--- src/hdl/nsd_pkg.sv ---
// Package with the types, character codes and sizes shared by the sentence demux files.
`timescale 1ns / 1ps
package nsd_pkg;

  // Size of each consumer payload buffer; the terminator must stay inside it.
  localparam int unsigned BUF_DEPTH = 128;
  localparam logic [7:0]  MAX_OFFSET = 8'(BUF_DEPTH - 2);

  // Characters that steer the parser.
  localparam logic [7:0] CH_DOLLAR = 8'h24;
  localparam logic [7:0] CH_CR     = 8'd13;
  localparam logic [7:0] CH_M      = 8'h4D;
  localparam logic [7:0] CH_C      = 8'h43;
  localparam logic [7:0] CH_G      = 8'h47;
  localparam logic [7:0] CH_A      = 8'h41;
  localparam logic [7:0] CH_S      = 8'h53;
  localparam logic [7:0] CH_L      = 8'h4C;

  // Byte positions within a sentence; the dollar sign is position one.
  localparam logic [7:0] POS_IDLE      = 8'd0;
  localparam logic [7:0] POS_START     = 8'd1;
  localparam logic [7:0] POS_ID_FIRST  = 8'd5;
  localparam logic [7:0] POS_ID_SECOND = 8'd6;
  localparam logic [7:0] POS_PAYLOAD   = 8'd8;
  localparam logic [7:0] POS_MAX       = 8'd255;

  // Sentence type; the low two bits of the buffered types double as the store target.
  typedef enum logic [2:0] {
    TYPE_NONE = 3'd0,
    TYPE_RMC  = 3'd1,
    TYPE_GGA  = 3'd2,
    TYPE_GSA  = 3'd3,
    TYPE_GLL  = 3'd4
  } sent_type_t;

  // Store target codes toward the consumer.
  localparam logic [1:0] TGT_NONE = 2'd0;

  // One result item.
  typedef struct packed {
    logic [1:0] store_target;
    logic [6:0] store_offset;
    logic [7:0] store_byte;
    logic       gll_done;
  } nsd_result_t;

  // Map the two id characters to a type, keeping the old type when nothing matches.
  function automatic sent_type_t classify(input logic [7:0] a, input logic [7:0] b,
                                          input sent_type_t keep);
    sent_type_t t;
    t = keep;
    if (a == CH_M && b == CH_C) t = TYPE_RMC;
    else if (a == CH_G && b == CH_A) t = TYPE_GGA;
    else if (a == CH_S && b == CH_A) t = TYPE_GSA;
    else if (a == CH_L && b == CH_L) t = TYPE_GLL;
    return t;
  endfunction

endpackage

--- src/hdl/nsd_if.sv ---
// Valid/ready channel interfaces for received bytes and for store commands.
`timescale 1ns / 1ps
interface nsd_in_if;
  logic       valid;
  logic       ready;
  logic [7:0] rx_byte;

  modport source (output valid, output rx_byte, input ready);
  modport sink   (input valid, input rx_byte, output ready);
endinterface

interface nsd_out_if;
  logic       valid;
  logic       ready;
  logic [1:0] store_target;
  logic [6:0] store_offset;
  logic [7:0] store_byte;
  logic       gll_done;

  modport source (output valid, output store_target, output store_offset,
                  output store_byte, output gll_done, input ready);
  modport sink   (input valid, input store_target, input store_offset,
                  input store_byte, input gll_done, output ready);
endinterface

--- src/hdl/nsd_in_stage.sv ---
// Input register that holds one received byte until the parser takes it.
`timescale 1ns / 1ps
module nsd_in_stage
  import nsd_pkg::*;
(
  input  logic       clk,
  input  logic       rst_n,
  nsd_in_if.sink     in_ch,
  input  logic       take,
  output logic       vld,
  output logic [7:0] rx_byte
);

  logic       vld_r, vld_nxt;
  logic [7:0] byte_r;
  logic       load;

  // The slot is free when empty or when its byte leaves in this cycle.
  assign in_ch.ready = !vld_r || take;
  assign load        = in_ch.valid && in_ch.ready;

  always_comb begin
    vld_nxt = vld_r;
    if (load) begin
      vld_nxt = 1'b1;
    end else if (take) begin
      vld_nxt = 1'b0;
    end
  end

  always_ff @(posedge clk) begin
    if (!rst_n) begin
      vld_r <= 1'b0;
    end else begin
      vld_r <= vld_nxt;
    end
  end

  // Payload register needs no reset.
  always_ff @(posedge clk) begin
    if (load) begin
      byte_r <= in_ch.rx_byte;
    end
  end

  assign vld     = vld_r;
  assign rx_byte = byte_r;

endmodule

--- src/hdl/nsd_parser.sv ---
// Sentence state tracker: position, id latch, type, and the store command per byte.
`timescale 1ns / 1ps
module nsd_parser
  import nsd_pkg::*;
(
  input  logic        clk,
  input  logic        rst_n,
  input  logic        adv,
  input  logic [7:0]  rx_byte,
  output nsd_result_t res
);

  logic [7:0] pos_r, pos_nxt;
  logic [7:0] fid_r, fid_nxt;
  sent_type_t type_r, type_nxt;

  logic [7:0] pos_a, pos_b, off;
  sent_type_t type_a;

  always_comb begin
    // A dollar sign while idle opens a new sentence.
    pos_a  = pos_r;
    type_a = type_r;
    if (rx_byte == CH_DOLLAR && pos_r == POS_IDLE) begin
      pos_a  = POS_START;
      type_a = TYPE_NONE;
    end

    // Latch and decode the two id characters.
    fid_nxt  = fid_r;
    type_nxt = type_a;
    if (pos_a == POS_ID_FIRST) begin
      fid_nxt = rx_byte;
    end
    if (pos_a == POS_ID_SECOND) begin
      type_nxt = classify(fid_r, rx_byte, type_a);
    end

    // Carriage return ends the sentence; the type is kept for the done pulse.
    res   = '0;
    pos_b = pos_a;
    if (rx_byte == CH_CR) begin
      pos_b        = POS_IDLE;
      res.gll_done = (type_nxt == TYPE_GLL);
    end

    // Payload bytes of buffered types become store commands while they fit.
    off = pos_b - POS_PAYLOAD;
    if (pos_b >= POS_PAYLOAD && type_nxt inside {TYPE_RMC, TYPE_GGA, TYPE_GSA} &&
        off <= MAX_OFFSET) begin
      res.store_target = type_nxt[1:0];
      res.store_offset = off[6:0];
      res.store_byte   = rx_byte;
    end

    // Advance the saturating position counter.
    pos_nxt = pos_b;
    if (pos_b != POS_IDLE && pos_b != POS_MAX) begin
      pos_nxt = pos_b + 8'd1;
    end
  end

  always_ff @(posedge clk) begin
    if (!rst_n) begin
      pos_r  <= POS_IDLE;
      fid_r  <= '0;
      type_r <= TYPE_NONE;
    end else if (adv) begin
      pos_r  <= pos_nxt;
      fid_r  <= fid_nxt;
      type_r <= type_nxt;
    end
  end

endmodule

--- src/hdl/nmea_sentence_demux_top.sv ---
// Top level of the sentence demux: input register, parser and result register.
//
//   Channel  Direction  Contents
//   in_ch    sink       rx_byte (8b): one received serial character per request
//   out_ch   source     store_target (2b), store_offset (7b), store_byte (8b), gll_done (1b)
//
// Each request gives exactly one result, which passes through the input register and then the result register.
// One request per cycle is sustained while out_ch.ready stays high; the input register and the result register each
// hold one request, so a new byte is taken while a finished result waits.
// Reset (rst_n low, synchronous) empties both registers and returns the parser to idle.
// A stalled output holds its result and fills the input register before in_ch.ready drops.
`timescale 1ns / 1ps
module nmea_sentence_demux_top
  import nsd_pkg::*;
(
  input  logic     clk,
  input  logic     rst_n,
  nsd_in_if.sink   in_ch,
  nsd_out_if.source out_ch
);

  logic        s1_vld;
  logic [7:0]  s1_byte;
  logic        adv;
  nsd_result_t res;

  logic        out_vld_r, out_vld_nxt;
  nsd_result_t out_r;

  // The parser consumes the held byte when the result register can take its result.
  assign adv = s1_vld && (!out_vld_r || out_ch.ready);

  nsd_in_stage u_in (
    .clk     (clk),
    .rst_n   (rst_n),
    .in_ch   (in_ch),
    .take    (adv),
    .vld     (s1_vld),
    .rx_byte (s1_byte)
  );

  nsd_parser u_parser (
    .clk     (clk),
    .rst_n   (rst_n),
    .adv     (adv),
    .rx_byte (s1_byte),
    .res     (res)
  );

  // Result register valid flag.
  always_comb begin
    out_vld_nxt = out_vld_r;
    if (adv) begin
      out_vld_nxt = 1'b1;
    end else if (out_ch.ready) begin
      out_vld_nxt = 1'b0;
    end
  end

  always_ff @(posedge clk) begin
    if (!rst_n) begin
      out_vld_r <= 1'b0;
    end else begin
      out_vld_r <= out_vld_nxt;
    end
  end

  always_ff @(posedge clk) begin
    if (adv) begin
      out_r <= res;
    end
  end

  assign out_ch.valid        = out_vld_r;
  assign out_ch.store_target = out_r.store_target;
  assign out_ch.store_offset = out_r.store_offset;
  assign out_ch.store_byte   = out_r.store_byte;
  assign out_ch.gll_done     = out_r.gll_done;

  // A store never lands where its terminator would fall outside the buffer.
  a_offset_fits: assert property (@(posedge clk) disable iff (!rst_n)
    out_vld_r && out_r.store_target != TGT_NONE |->
      {1'b0, out_r.store_offset} <= MAX_OFFSET)
    else $error("store offset beyond buffer");

  // A carriage return never produces a store, so done and store are exclusive.
  a_done_no_store: assert property (@(posedge clk) disable iff (!rst_n)
    out_vld_r && out_r.gll_done |-> out_r.store_target == TGT_NONE)
    else $error("gll_done together with a store");

  // Results without a store carry zero offset and byte.
  a_idle_fields: assert property (@(posedge clk) disable iff (!rst_n)
    out_vld_r && out_r.store_target == TGT_NONE |->
      out_r.store_offset == '0 && out_r.store_byte == '0)
    else $error("nonzero fields without a store");

  // A held byte moves into a free result register in the next cycle.
  a_advance: assert property (@(posedge clk) disable iff (!rst_n)
    s1_vld && (!out_vld_r || out_ch.ready) |=> out_vld_r)
    else $error("result lost on advance");

  // While the output stalls, the input register is not drained.
  a_hold_stall: assert property (@(posedge clk) disable iff (!rst_n)
    out_vld_r && !out_ch.ready && s1_vld |=> s1_vld && $stable(s1_byte))
    else $error("input byte dropped during stall");

endmodule

--- src/flat_wrapper.sv ---
// flat-port wrapper written by rule: the top's interface ports become plain ports
module nmea_sentence_demux_top_flat import nsd_pkg::*;
  (clk, rst_n, in_ch_valid, in_ch_rx_byte, in_ch_ready, out_ch_valid, out_ch_store_target, out_ch_store_offset, out_ch_store_byte, out_ch_gll_done, out_ch_ready);
  nsd_in_if in_ch_i ();
  nsd_out_if out_ch_i ();
  input  logic clk;
  input  logic rst_n;
  input wire logic [$bits(in_ch_i.valid)-1:0] in_ch_valid;
  input wire logic [$bits(in_ch_i.rx_byte)-1:0] in_ch_rx_byte;
  output wire logic [$bits(in_ch_i.ready)-1:0] in_ch_ready;
  output wire logic [$bits(out_ch_i.valid)-1:0] out_ch_valid;
  output wire logic [$bits(out_ch_i.store_target)-1:0] out_ch_store_target;
  output wire logic [$bits(out_ch_i.store_offset)-1:0] out_ch_store_offset;
  output wire logic [$bits(out_ch_i.store_byte)-1:0] out_ch_store_byte;
  output wire logic [$bits(out_ch_i.gll_done)-1:0] out_ch_gll_done;
  input wire logic [$bits(out_ch_i.ready)-1:0] out_ch_ready;
  assign in_ch_i.valid = in_ch_valid;
  assign in_ch_i.rx_byte = in_ch_rx_byte;
  assign in_ch_ready = in_ch_i.ready;
  assign out_ch_valid = out_ch_i.valid;
  assign out_ch_store_target = out_ch_i.store_target;
  assign out_ch_store_offset = out_ch_i.store_offset;
  assign out_ch_store_byte = out_ch_i.store_byte;
  assign out_ch_gll_done = out_ch_i.gll_done;
  assign out_ch_i.ready = out_ch_ready;
  nmea_sentence_demux_top u_core (.clk(clk), .rst_n(rst_n), .in_ch(in_ch_i), .out_ch(out_ch_i));
endmodule
--- config.mk ---
export PLATFORM = sky130hd
export DESIGN_NAME = nmea_sentence_demux_top_flat
export DESIGN_NICKNAME = d
export VERILOG_FILES = /design/src/hdl/nsd_pkg.sv /design/src/hdl/nsd_if.sv /design/src/hdl/nsd_in_stage.sv /design/src/hdl/nsd_parser.sv /design/src/hdl/nmea_sentence_demux_top.sv /design/src/flat_wrapper.sv
export SDC_FILE = /design/constraint.sdc
export NUM_CORES = 1
export LEC_CHECK = 0
export BUFFER_PORTS_ARGS = -buffer_cell sky130_fd_sc_hd__buf_2
export CAP_MARGIN = 40
export CORE_ASPECT_RATIO = 1.75
export CORE_UTILIZATION = 60
export DETAILED_ROUTE_END_ITERATION = 7
export PLACE_DENSITY = 0.86
export SYNTH_ARGS = -nofsm -noshare
export SYNTH_HDL_FRONTEND = slang
export SYNTH_HIERARCHICAL = 1
export SYNTH_SLANG_ARGS = --single-unit
--- constraint.sdc ---
create_clock -name clk -period 5.9 [get_ports clk]
set_clock_uncertainty 0.05 [all_clocks]
set_input_delay 0.295 -clock clk [delete_from_list [all_inputs] [get_ports clk]]
set_output_delay 0.295 -clock clk [all_outputs]
set_load 0.005 [all_outputs]
==> reports/results.txt, run 1 <==
number of I/O port buffers: 31
adder-cell share of the synthesized area: 2.54%
Syn Nets: 258
hold buffers post-CTS: 0
Antenna Nets Post-Route: 0
Mean Syn Cell Area: 10.2 um^2
pin count of the biggest net entering global routing: 36
setup TNS: 0 ns
htree depth: 2
die area: 4380 um^2
Arr. time, crit path: 4.50 ns
drt initial violations: 43
r2r worst-path depth: 10
GR Overflow Total: 0
die height: 86.8 um
Netlist cell types: 58
Tmin final: 4.52 ns
Row Count: 30
EDFF count, synth: 26
asr flop ratio synth: 0%
# DRC: 0
Critical Path RT: 5.88 ns
initial cell density of the core: 63.1%
first-pass GRT wire length: 8580 um
critical path peak fanout: 16
ANT cells: 0
WHS Path Cells: 1
Hold Path Class: in -> reg
#FFs+latches synth: 47
initial antenna violation count: 0
sequential fraction of the synthesis area: 48.8%
Synth area leaders: edfxtp_1, dfxtp_1, mux2i_1, nor2_1, ha_1
All-Layer GR Usage: 26.0%
Synth top area share: 31.7%
num ports: 32
final worst-path cycle share: 76.5%
setup violators final: 0
Area Growth Syn to Fin: 11.8%
via count: 2000
RSZ-0062 raised after global routing: false
WL final: 5240 um
Root Driver: clkbuf_8
Power Total: 650 uW
count of endpoints failing hold in the final timing report: 0
slew margin rel.: 40.5%
P_leak: 1.01 nW
share of layout cells above drive strength 1: 20.4%
top_reg_cell synth: edfxtp_1
mux cell area share after synthesis: 3.66%
synthesized area: 2460 um^2
worst-skew pair later-pin latency: 0.30 ns
Synth Area in Compound Gates: 14.6%
Synth area leader: edfxtp_1
simple logic cell fraction of the synthesized area: 25.6%
vias in the first global route: 1870
Clk pin slew, worst setup/hold paths: 0.09 ns
final instance area: 2750 um^2
main combinational cell family by area after synthesis: simple AND/OR/NAND/NOR gates
CP Capture Type: flop
post-CTS resize count: 0
worst slew pin tran: 0.887 ns
startpoint types: flop
hpwl dp: 3790 um
first-pass detailed-route iteration total: 4
run status: finished, final reports clean
Max IR drop VDD: 0.214 mV
Syn Inst Count: 241
Max-cap violations: 0
Routed wire per std cell: 16.5 um
post-placement cell area: 2640 um^2
CTS sink cnt: 47
CTS max path bufs: 2
final-stage net count: 286
XOR/XNOR Fraction of Synth Area: 1.07%
Core ar.: 3900 um^2
placer's final routability congestion estimate: 0.903
average via count per standard cell: 6.29
total clock buffers created by CTS: 5
count of final max-slew check failures: 0
CTS tree: built
Ys Warns: 6
post-CTS setup buffers: 0
PwrDens: 236 nW/um^2
Die X: 50.4 um
Setup Crit Path Kind: reg -> reg
FMAX: 221 MHz
-- kinds of logic after synthesis --
family,Yosys count
and+or+nand+nor,108
adders and majority gates,5
xor gates and xnor gates,3
muxes,9
DFF,47
buffers and inverters,23
AOI/OAI and AO/OA,46
-- worst paths after layout --
kind,slack (ns),from,endpoint
worst max-delay path,1.38,u_core/u_in/rx_byte[1],u_core/out_ch.store_offset[6]
worst min-delay path,0.11,in_ch_rx_byte[7],u_core/u_in/rx_byte[7]
worst max register to register,1.38,u_core/u_in/rx_byte[1],u_core/out_ch.store_offset[6]
worst min register to register,0.45,u_core/u_parser/fid_r[6],u_core/u_parser/fid_r[6]
-- flip-flops by register name, summed over array words and instances (netlist names) --
name / cells
u_core/out_ch.gll_done: 1
u_core/out_ch.store_target: 2
u_core/u_parser/fid_r: 8
u_core/out_ch.store_offset: 7
u_core/out_ch.valid: 1
u_core/u_in/vld: 1
u_core/u_in/rx_byte: 8
u_core/u_parser/pos_r: 8
u_core/u_parser/type_r: 3
u_core/out_ch.store_byte: 8
-- metal layers --
metal	GRT usage [%]	part of all wire [%]
met1	28.3	39
met2	46.9	54
met3	4.21	3.4
met4	13.4	3.3
met5	0	0
-- layout make-up --
class,instances,area (um^2)
Sequential cell,47,1200
Multi-Input combinational cell,171,1170
Fill cell,326,1150
Timing Repair Buffer,33,170
Clock buffer,6,72.6
Tap cell,48,60.1
Inverter,11,41.3
Clock inverter,2,37.5
-- synth_stat cells (2+ instances only) --
cell type	n
a2111o_1	2
a41oi_1	3
dfxtp_1	21
nor4b_1	2
nand4b_1	2
and3_1	3
or3_1	7
xnor2_1	3
nand3_1	9
nor4bb_1	3
ha_1	5
nor4_1	3
nand2b_1	3
mux2i_1	9
o21ai_0	8
nand3b_1	2
nor2b_1	4
nand4_1	2
or4_1	3
a21oi_1	7
edfxtp_1	26
nor2_1	22
nand2_1	15
o2111ai_1	2
a31oi_1	3
or4_4	2
nor3_1	10
a211oi_1	4
and2_1	7
clkbuf_1	11
inv_1	11
-- power by group --
part	switching, mW	internal, mW
Combinational	0.0306	0.0208
Sequential	0.00988	0.358
Clock	0.104	0.126
-- stage by stage --
stage,setup WS (ns),std cells,hold WS (ns),utilization [%]
after floorplan,1.84,241,0.344,-
after global placement,1.80,309,0.423,67.5
after detailed placement,1.49,310,0.423,67.7
after CTS,1.43,318,0.110,70.5
after global routing,1.11,318,0.0983,70.5
final,1.38,318,0.114,70.5
-- cells in the final DEF (no fill, tap or decap), types with 2 or more instances in the layout --
master / instances
nor2b_1: 3
o2111ai_1: 2
and2_1: 7
dfxtp_1: 21
ha_1: 5
buf_2: 31
nand4b_1: 2
nor2_1: 22
inv_1: 11
nor3_1: 10
a41oi_1: 3
xnor2_1: 3
edfxtp_1: 26
a31oi_1: 3
a211oi_1: 4
nand4_1: 2
and3_1: 3
mux2i_1: 9
nor4b_1: 2
nand2b_1: 3
or3_1: 7
nand2_1: 15
nor4_1: 3
or4_4: 2
nand3b_1: 2
nor4bb_1: 3
a21oi_1: 7
buf_4: 2
nand3_1: 9
o21ai_0: 8
a2111o_1: 2
or4_1: 3
clkbuf_8: 5
-- critical path, stage by stage (launching register included) --
cell and delay [ns]:
edfxtp_1 0.50, or4b_2 0.76, or2_2 0.48, nand2_1 0.22, inv_1 0.10, ha_1 0.19
a2111oi_0 0.68, o21ai_0 0.18, a222oi_1 0.67, a2111o_1 0.32, a211oi_2 0.08
No activity file was read; power rests on OpenSTA's default activity.
==> run 2, diff against run 1 <==
--- a/config.mk
+++ b/config.mk
@@ -8,9 +8,9 @@
 export BUFFER_PORTS_ARGS = -buffer_cell sky130_fd_sc_hd__buf_2
 export CAP_MARGIN = 40
 export CORE_ASPECT_RATIO = 1.75
-export CORE_UTILIZATION = 60
+export CORE_UTILIZATION = 57
 export DETAILED_ROUTE_END_ITERATION = 7
-export PLACE_DENSITY = 0.86
+export PLACE_DENSITY = 0.83
 export SYNTH_ARGS = -nofsm -noshare
 export SYNTH_HDL_FRONTEND = slang
 export SYNTH_HIERARCHICAL = 1
==> constraint.sdc (replaced) <==
create_clock -name clk -period 4.54 [get_ports clk]
set_clock_uncertainty 0.05 [all_clocks]
set_input_delay 0.227 -clock clk [delete_from_list [all_inputs] [get_ports clk]]
set_output_delay 0.227 -clock clk [all_outputs]
set_load 0.005 [all_outputs]
==> run 2 against run 1 <==
Final cell count is 0.94% higher. Non-clock buffer count is 3 higher. Setup slack worse by 1.0 ns. Critical path depth stayed put. Total power is 30% higher. Sequential share of layout area is 0.33 points lower. Wire length is 0.19% lower. First-iteration DRC count is 23% higher. Die area is 5.1% higher. Sequential cell count stayed put. Hold slack worse by 0.063 ns. Critical path type unchanged.
==> reports/results.txt, run 2 (synthesis gave the netlist of run 1 again) <==
run status: finished, final reports clean
CP max-delay cell: or4b_2
commonest non-fill, non-tap cells in the layout: buf_2, edfxtp_1, nor2_1
first-pass GRT wire length: 8640 um (+0.64%)
# DRC: 0 (unchanged)
Clk pin slew, worst setup/hold paths: 0.08 ns (about the same)
CTS tree: built
Antenna Nets Post-Route: 0 (unchanged)
Power Total: 841 uW (+30%)
htree depth: 2 (unchanged)
Routed wire per std cell: 16.3 um (-1.1%)
slew margin rel.: 39.9% (-0.56 points)
share of layout cells above drive strength 1: 21.3% (+0.95 points)
All-Layer GR Usage: 25.4% (-0.51 points)
number of I/O port buffers: 31 (unchanged)
final worst-path cycle share: 92.5% (+16 points)
initial cell density of the core: 59.4% (-3.7 points)
num ports: 32 (unchanged)
WL final: 5230 um (-0.19%)
vias in the first global route: 1948 (+4.2%)
count of endpoints failing hold in the final timing report: 0 (unchanged)
P_leak: 1.02 nW (+1.4%)
placer's final routability congestion estimate: 0.922 (+2.1%)
die area: 4600 um^2 (+5.1%)
final-stage net count: 289 (+1.0%)
CTS sink cnt: 47 (unchanged)
Tmin final: 4.20 ns (-0.315 ns)
CP delay by family, top: compound AO/OA/AOI/OAI gates
ANT cells: 0 (unchanged)
drt initial violations: 53 (+23%)
pin count of the biggest net entering global routing: 36 (unchanged)
FMAX: 238 MHz (+7.5%)
Hold Path Class: in -> reg
first-pass detailed-route iteration total: 4 (unchanged)
WP buf/inv: 1 (unchanged)
total clock buffers created by CTS: 5 (unchanged)
Max-cap violations: 0 (unchanged)
most common cell after layout, fill and taps aside: buf_2
Row Count: 31 (+3.3%)
Arr. time, crit path: 4.19 ns (-0.31 ns)
CP max stage delay: 0.74 ns (-0.02 ns)
final cell count without fillers: 321 (+0.94%)
filler instances: 325 (-0.31%)
Critical Path RT: 4.52 ns (-1.36 ns)
GR Overflow Total: 0 (unchanged)
via count: 2037 (+1.8%)
CP Capture Type: flop
startpoint types: flop
Core ar.: 4150 um^2 (+6.3%)
average via count per standard cell: 6.35 (+0.90%)
RSZ-0062 raised after global routing: false
setup violators final: 0 (unchanged)
worst-skew pair later-pin latency: 0.30 ns (about the same)
CTS max path bufs: 2 (unchanged)
critical path peak fanout: 16 (unchanged)
Die X: 51.7 um (+2.5%)
hpwl dp: 3870 um (+2.1%)
count of final max-slew check failures: 0 (unchanged)
Max IR drop VDD: 0.284 mV (+33%)
Root Driver: clkbuf_8
Area Growth Syn to Fin: 12.6%
die height: 89.0 um (+2.5%)
Placed Cells: 314 (+1.3%)
Hold WS: 0.0512 ns (-0.0632 ns)
CP Cell Sequence: or4b_2, or2_2, nand2_1, inv_1, ha_1, a2111oi_1, o21ai_0, a222oi_1, a2111o_1, a211oi_2
PwrDens: 303 nW/um^2 (+29%)
worst slew pin tran: 0.898 ns (+0.0105 ns)
Setup Crit Path Kind: reg -> reg
setup TNS: 0 ns (unchanged)
initial antenna violation count: 0 (unchanged)
[run 2: path summary, 6_finish.rpt]
kind                                                      end  cells after the start  slack (ns)                   start
worst max-delay path            u_core/out_ch.store_offset[6]                     10        0.34  u_core/u_in/rx_byte[1]
worst min-delay path                   u_core/u_in/rx_byte[7]                      1        0.05        in_ch_rx_byte[7]
worst max register to register  u_core/out_ch.store_offset[6]                     10        0.34  u_core/u_in/rx_byte[1]
worst min register to register                u_core/u_in/vld                      2        0.47         u_core/u_in/vld
[run 2: worst reg2reg max path: cells and delay by family (launching register included)]
family | cells | cell delay, ns
compound gates | 5 | 1.68
simple gates | 3 | 1.42
flops | 1 | 0.50
fa+ha+maj | 1 | 0.19
buf+inv | 1 | 0.08
[run 2: routing by layer]
layer  share of wire, %  up-vias  wire, um  global-route usage (%)
li1                   -      972         -                       -
met1                 38      990      1960                    26.1
met2                 55       57      2900                    47.7
met3                3.4       18       177                    4.25
met4                3.7        0       193                    13.5
met5                  0        -         0                       0
[run 2: area by class of cell]
cell class,instances,area [um^2],share of cell area [%]
Sequential cell,47,1200,43.3
Multi-Input combinational cell,171,1170,42.2
Timing Repair Buffer,36,193,6.94
Clock buffer,5,68.8,2.48
Tap cell,49,61.3,2.21
Inverter,11,41.3,1.49
Clock inverter,2,37.5,1.35
[run 2: metrics by stage]
step                setup WS [ns]  util [%]  area [um^2]
floorplan                   0.480         -         2460
global placement            0.436      64.3         2670
detailed placement          0.306      64.3         2670
CTS                         0.248      66.8         2770
global route               0.0415      66.9         2780
finish                      0.339      66.9         2780
[run 2: power by group]
part           internal, mW  switching (mW)
registers             0.465          0.0119
clock network         0.161           0.133
logic                0.0290          0.0412
[run 2: what timing repair did]
| item | 4_1_cts | 5_1_grt |
|---|---|---|
| gates resized for setup | 0 | 1 |
| setup endpoints to repair | 0 | 6 |
| buffers inserted | 0 | 0 |
| hold buffers | 0 | 0 |
==> run 3, diff against run 2 <==
--- a/config.mk
+++ b/config.mk
@@ -7,7 +7,7 @@
 export LEC_CHECK = 0
 export BUFFER_PORTS_ARGS = -buffer_cell sky130_fd_sc_hd__buf_2
 export CAP_MARGIN = 40
-export CORE_ASPECT_RATIO = 1.75
+export CORE_ASPECT_RATIO = 0.7
 export CORE_UTILIZATION = 57
 export DETAILED_ROUTE_END_ITERATION = 7
 export PLACE_DENSITY = 0.83
==> run 3 against run 2 <==
Hold slack worse by 0.010 ns. Global-route usage is 0.82 points higher. Critical path depth stayed put. Sequential share of layout area is 0.67 points lower. Design area is 1.6% higher. Clock power is 8.8% higher. Register-to-register slack worse by 0.07 ns. Final cell count is 2.5% higher. Combinational power is 5.3% higher. Critical endpoint unchanged. Setup slack worse by 0.067 ns. Die area is 0.13% lower. Sequential power hardly changed.
==> reports/results.txt, run 3 (synthesis gave the netlist of run 1 again) <==
CTS sink cnt: 47 (unchanged)
PwrDens: 309 nW/um^2 (+1.8%)
Max-cap violations: 0 (unchanged)
GR Overflow Total: 0 (unchanged)
NetSw: 196 uW (+5.3%)
run status: finished, final reports clean
Power Total: 870 uW (+3.4%)
initial cell density of the core: 61.3% (+2.0 points)
Hold Crit Start: in_ch_rx_byte[4]
worst-skew pair later-pin latency: 0.30 ns (about the same)
Setup Crit Path Kind: reg -> reg
Row Count: 19 (-39%)
Switching Share: 22.5% (+0.40 points)
hpwl dp: 3880 um (+0.39%)
via count: 2052 (+0.74%)
post-CTS resize count: 0 (unchanged)
Core ar.: 4020 um^2 (-3.2%)
startpoint types: flop
most common cell after layout, fill and taps aside: buf_2
FF-to-FF Start: u_core/u_in/rx_byte[7]
Arr. time, crit path: 4.26 ns (+0.07 ns)
Tmin final: 4.27 ns (+0.0667 ns)
final cell count without fillers: 329 (+2.5%)
total clock buffers created by CTS: 5 (unchanged)
WL met3: 524 um (+200%)
logic gate share of total power: 8.5% (+0.2 points)
All-Layer GR Usage: 26.3% (+0.82 points)
clock share of power: 36.8% (+1.9 points)
WL met1: 2600 um (+32%)
count of endpoints failing hold in the final timing report: 0 (unchanged)
FMAX: 234 MHz (-1.6%)
commonest non-fill, non-tap cells in the layout: buf_2, edfxtp_1, nor2_1
internal power: 674 uW (+2.9%)
ANT cells: 0 (unchanged)
post-placement cell area: 2690 um^2 (+0.98%)
Clk pin slew, worst setup/hold paths: 0.09 ns (about the same)
final instance area: 2820 um^2 (+1.6%)
setup TNS: 0 ns (unchanged)
Routed wire per std cell: 16.5 um (+1.1%)
average via count per standard cell: 6.24 (-1.7%)
DP Worst Slack: 0.358 ns (+0.0522 ns)
# DRC: 0 (unchanged)
final worst-path cycle share: 94.0% (+1.5 points)
CTS max path bufs: 2 (unchanged)
critical path peak fanout: 16 (unchanged)
Post-Route Utilization: 70.2% (+3.3 points)
vias in the first global route: 1856 (-4.7%)
CP Capture Type: flop
post-CTS setup buffers: 0 (unchanged)
worst slew pin tran: 0.762 ns (-0.136 ns)
final-stage net count: 293 (+1.4%)
die height: 57.0 um (-36%)
num ports: 32 (unchanged)
fin worst setup slack: 0.272 ns (-0.0667 ns)
Area Growth Syn to Fin: 14.4%
first-pass detailed-route iteration total: 5 (+1)
RSZ-0062 raised after global routing: false
slew margin rel.: 47.9% (+8.0 points)
placer's final routability congestion estimate: 0.902 (-2.2%)
setup violators final: 0 (unchanged)
share of layout cells above drive strength 1: 22.7% (+1.4 points)
die area: 4590 um^2 (-0.13%)
CTS tree: built
hold buffers post-CTS: 0 (unchanged)
WL final: 5420 um (+3.6%)
met2 WL post-DR: 2240 um (-23%)
initial antenna violation count: 0 (unchanged)
Antenna Nets Post-Route: 0 (unchanged)
pin count of the biggest net entering global routing: 36 (unchanged)
register share of total power: 54.7% (-2.0 points)
number of I/O port buffers: 31 (unchanged)
Critical Path RT: 4.53 ns (about the same)
filler instances: 298 (-8.3%)
drt initial violations: 339 (+540%)
Worst setup startpoint: u_core/u_in/rx_byte[7]
highest routed layer: met4
first-pass GRT wire length: 9010 um (+4.3%)
htree depth: 2 (unchanged)
P_leak: 1.05 nW (+3.1%)
Placed Cells: 320 (+1.9%)
count of final max-slew check failures: 0 (unchanged)
Root Driver: clkbuf_8
Hold Path Class: in -> reg
Die X: 80.6 um (+56%)
Max IR drop VDD: 0.203 mV (-28%)
Hold WS: 0.0411 ns (-0.0101 ns)
run 3: changes by cell type in the layout (fill, tap and decap cells not counted):
cell and change:
a2111oi_1 -1, a2111oi_0 +1, clkinv_2 +1, clkinvlp_4 -1, buf_4 +4, clkbuf_8 +1
run 3: cell type report:
class | count | area (um^2) | area share, %
clock inverters | 2 | 35.0 | 1.24
multi-input cells | 171 | 1170 | 41.5
inverters | 11 | 41.3 | 1.46
repair buffers | 40 | 223 | 7.90
well taps | 52 | 65.1 | 2.31
flip-flops and latches | 47 | 1200 | 42.6
clock buffers | 6 | 82.6 | 2.93
run 3: final timing paths:
check	endpoint	slack (ns)	depth (start not counted)
setup / recovery	u_core/out_ch.store_offset[6]	0.27	10
hold reg to reg	u_core/u_parser/fid_r[6]	0.45	2
hold / removal	u_core/u_in/rx_byte[4]	0.04	1
setup reg to reg	u_core/out_ch.store_offset[6]	0.27	10
run 3: power groups by stage:
stage	sequential (mW)	combinational [mW]	clock [mW]
after global routing	0.479	0.0813	0.340
after CTS	0.476	0.0731	0.322
final	0.477	0.0739	0.320
after global placement	0.485	0.0715	0
after floorplan	0.485	0.0417	0
after detailed placement	0.486	0.0726	0
run 3: worst max-delay path, cell delays in order (launching register included):
cell       delay, ns
edfxtp_1        0.45
or4b_2          0.69
or2_2           0.47
nand2_1         0.21
inv_1           0.09
ha_1            0.20
a2111oi_0       0.65
o21ai_0         0.16
a222oi_1        0.65
a2111o_1        0.31
a211oi_2        0.08
run 3: layer usage:
layer / vias up / track usage, %
met1: 956 / 39.0
met5: - / 0
met3: 8 / 6.40
li1: 981 / -
met4: 0 / 8.93
met2: 107 / 37.5
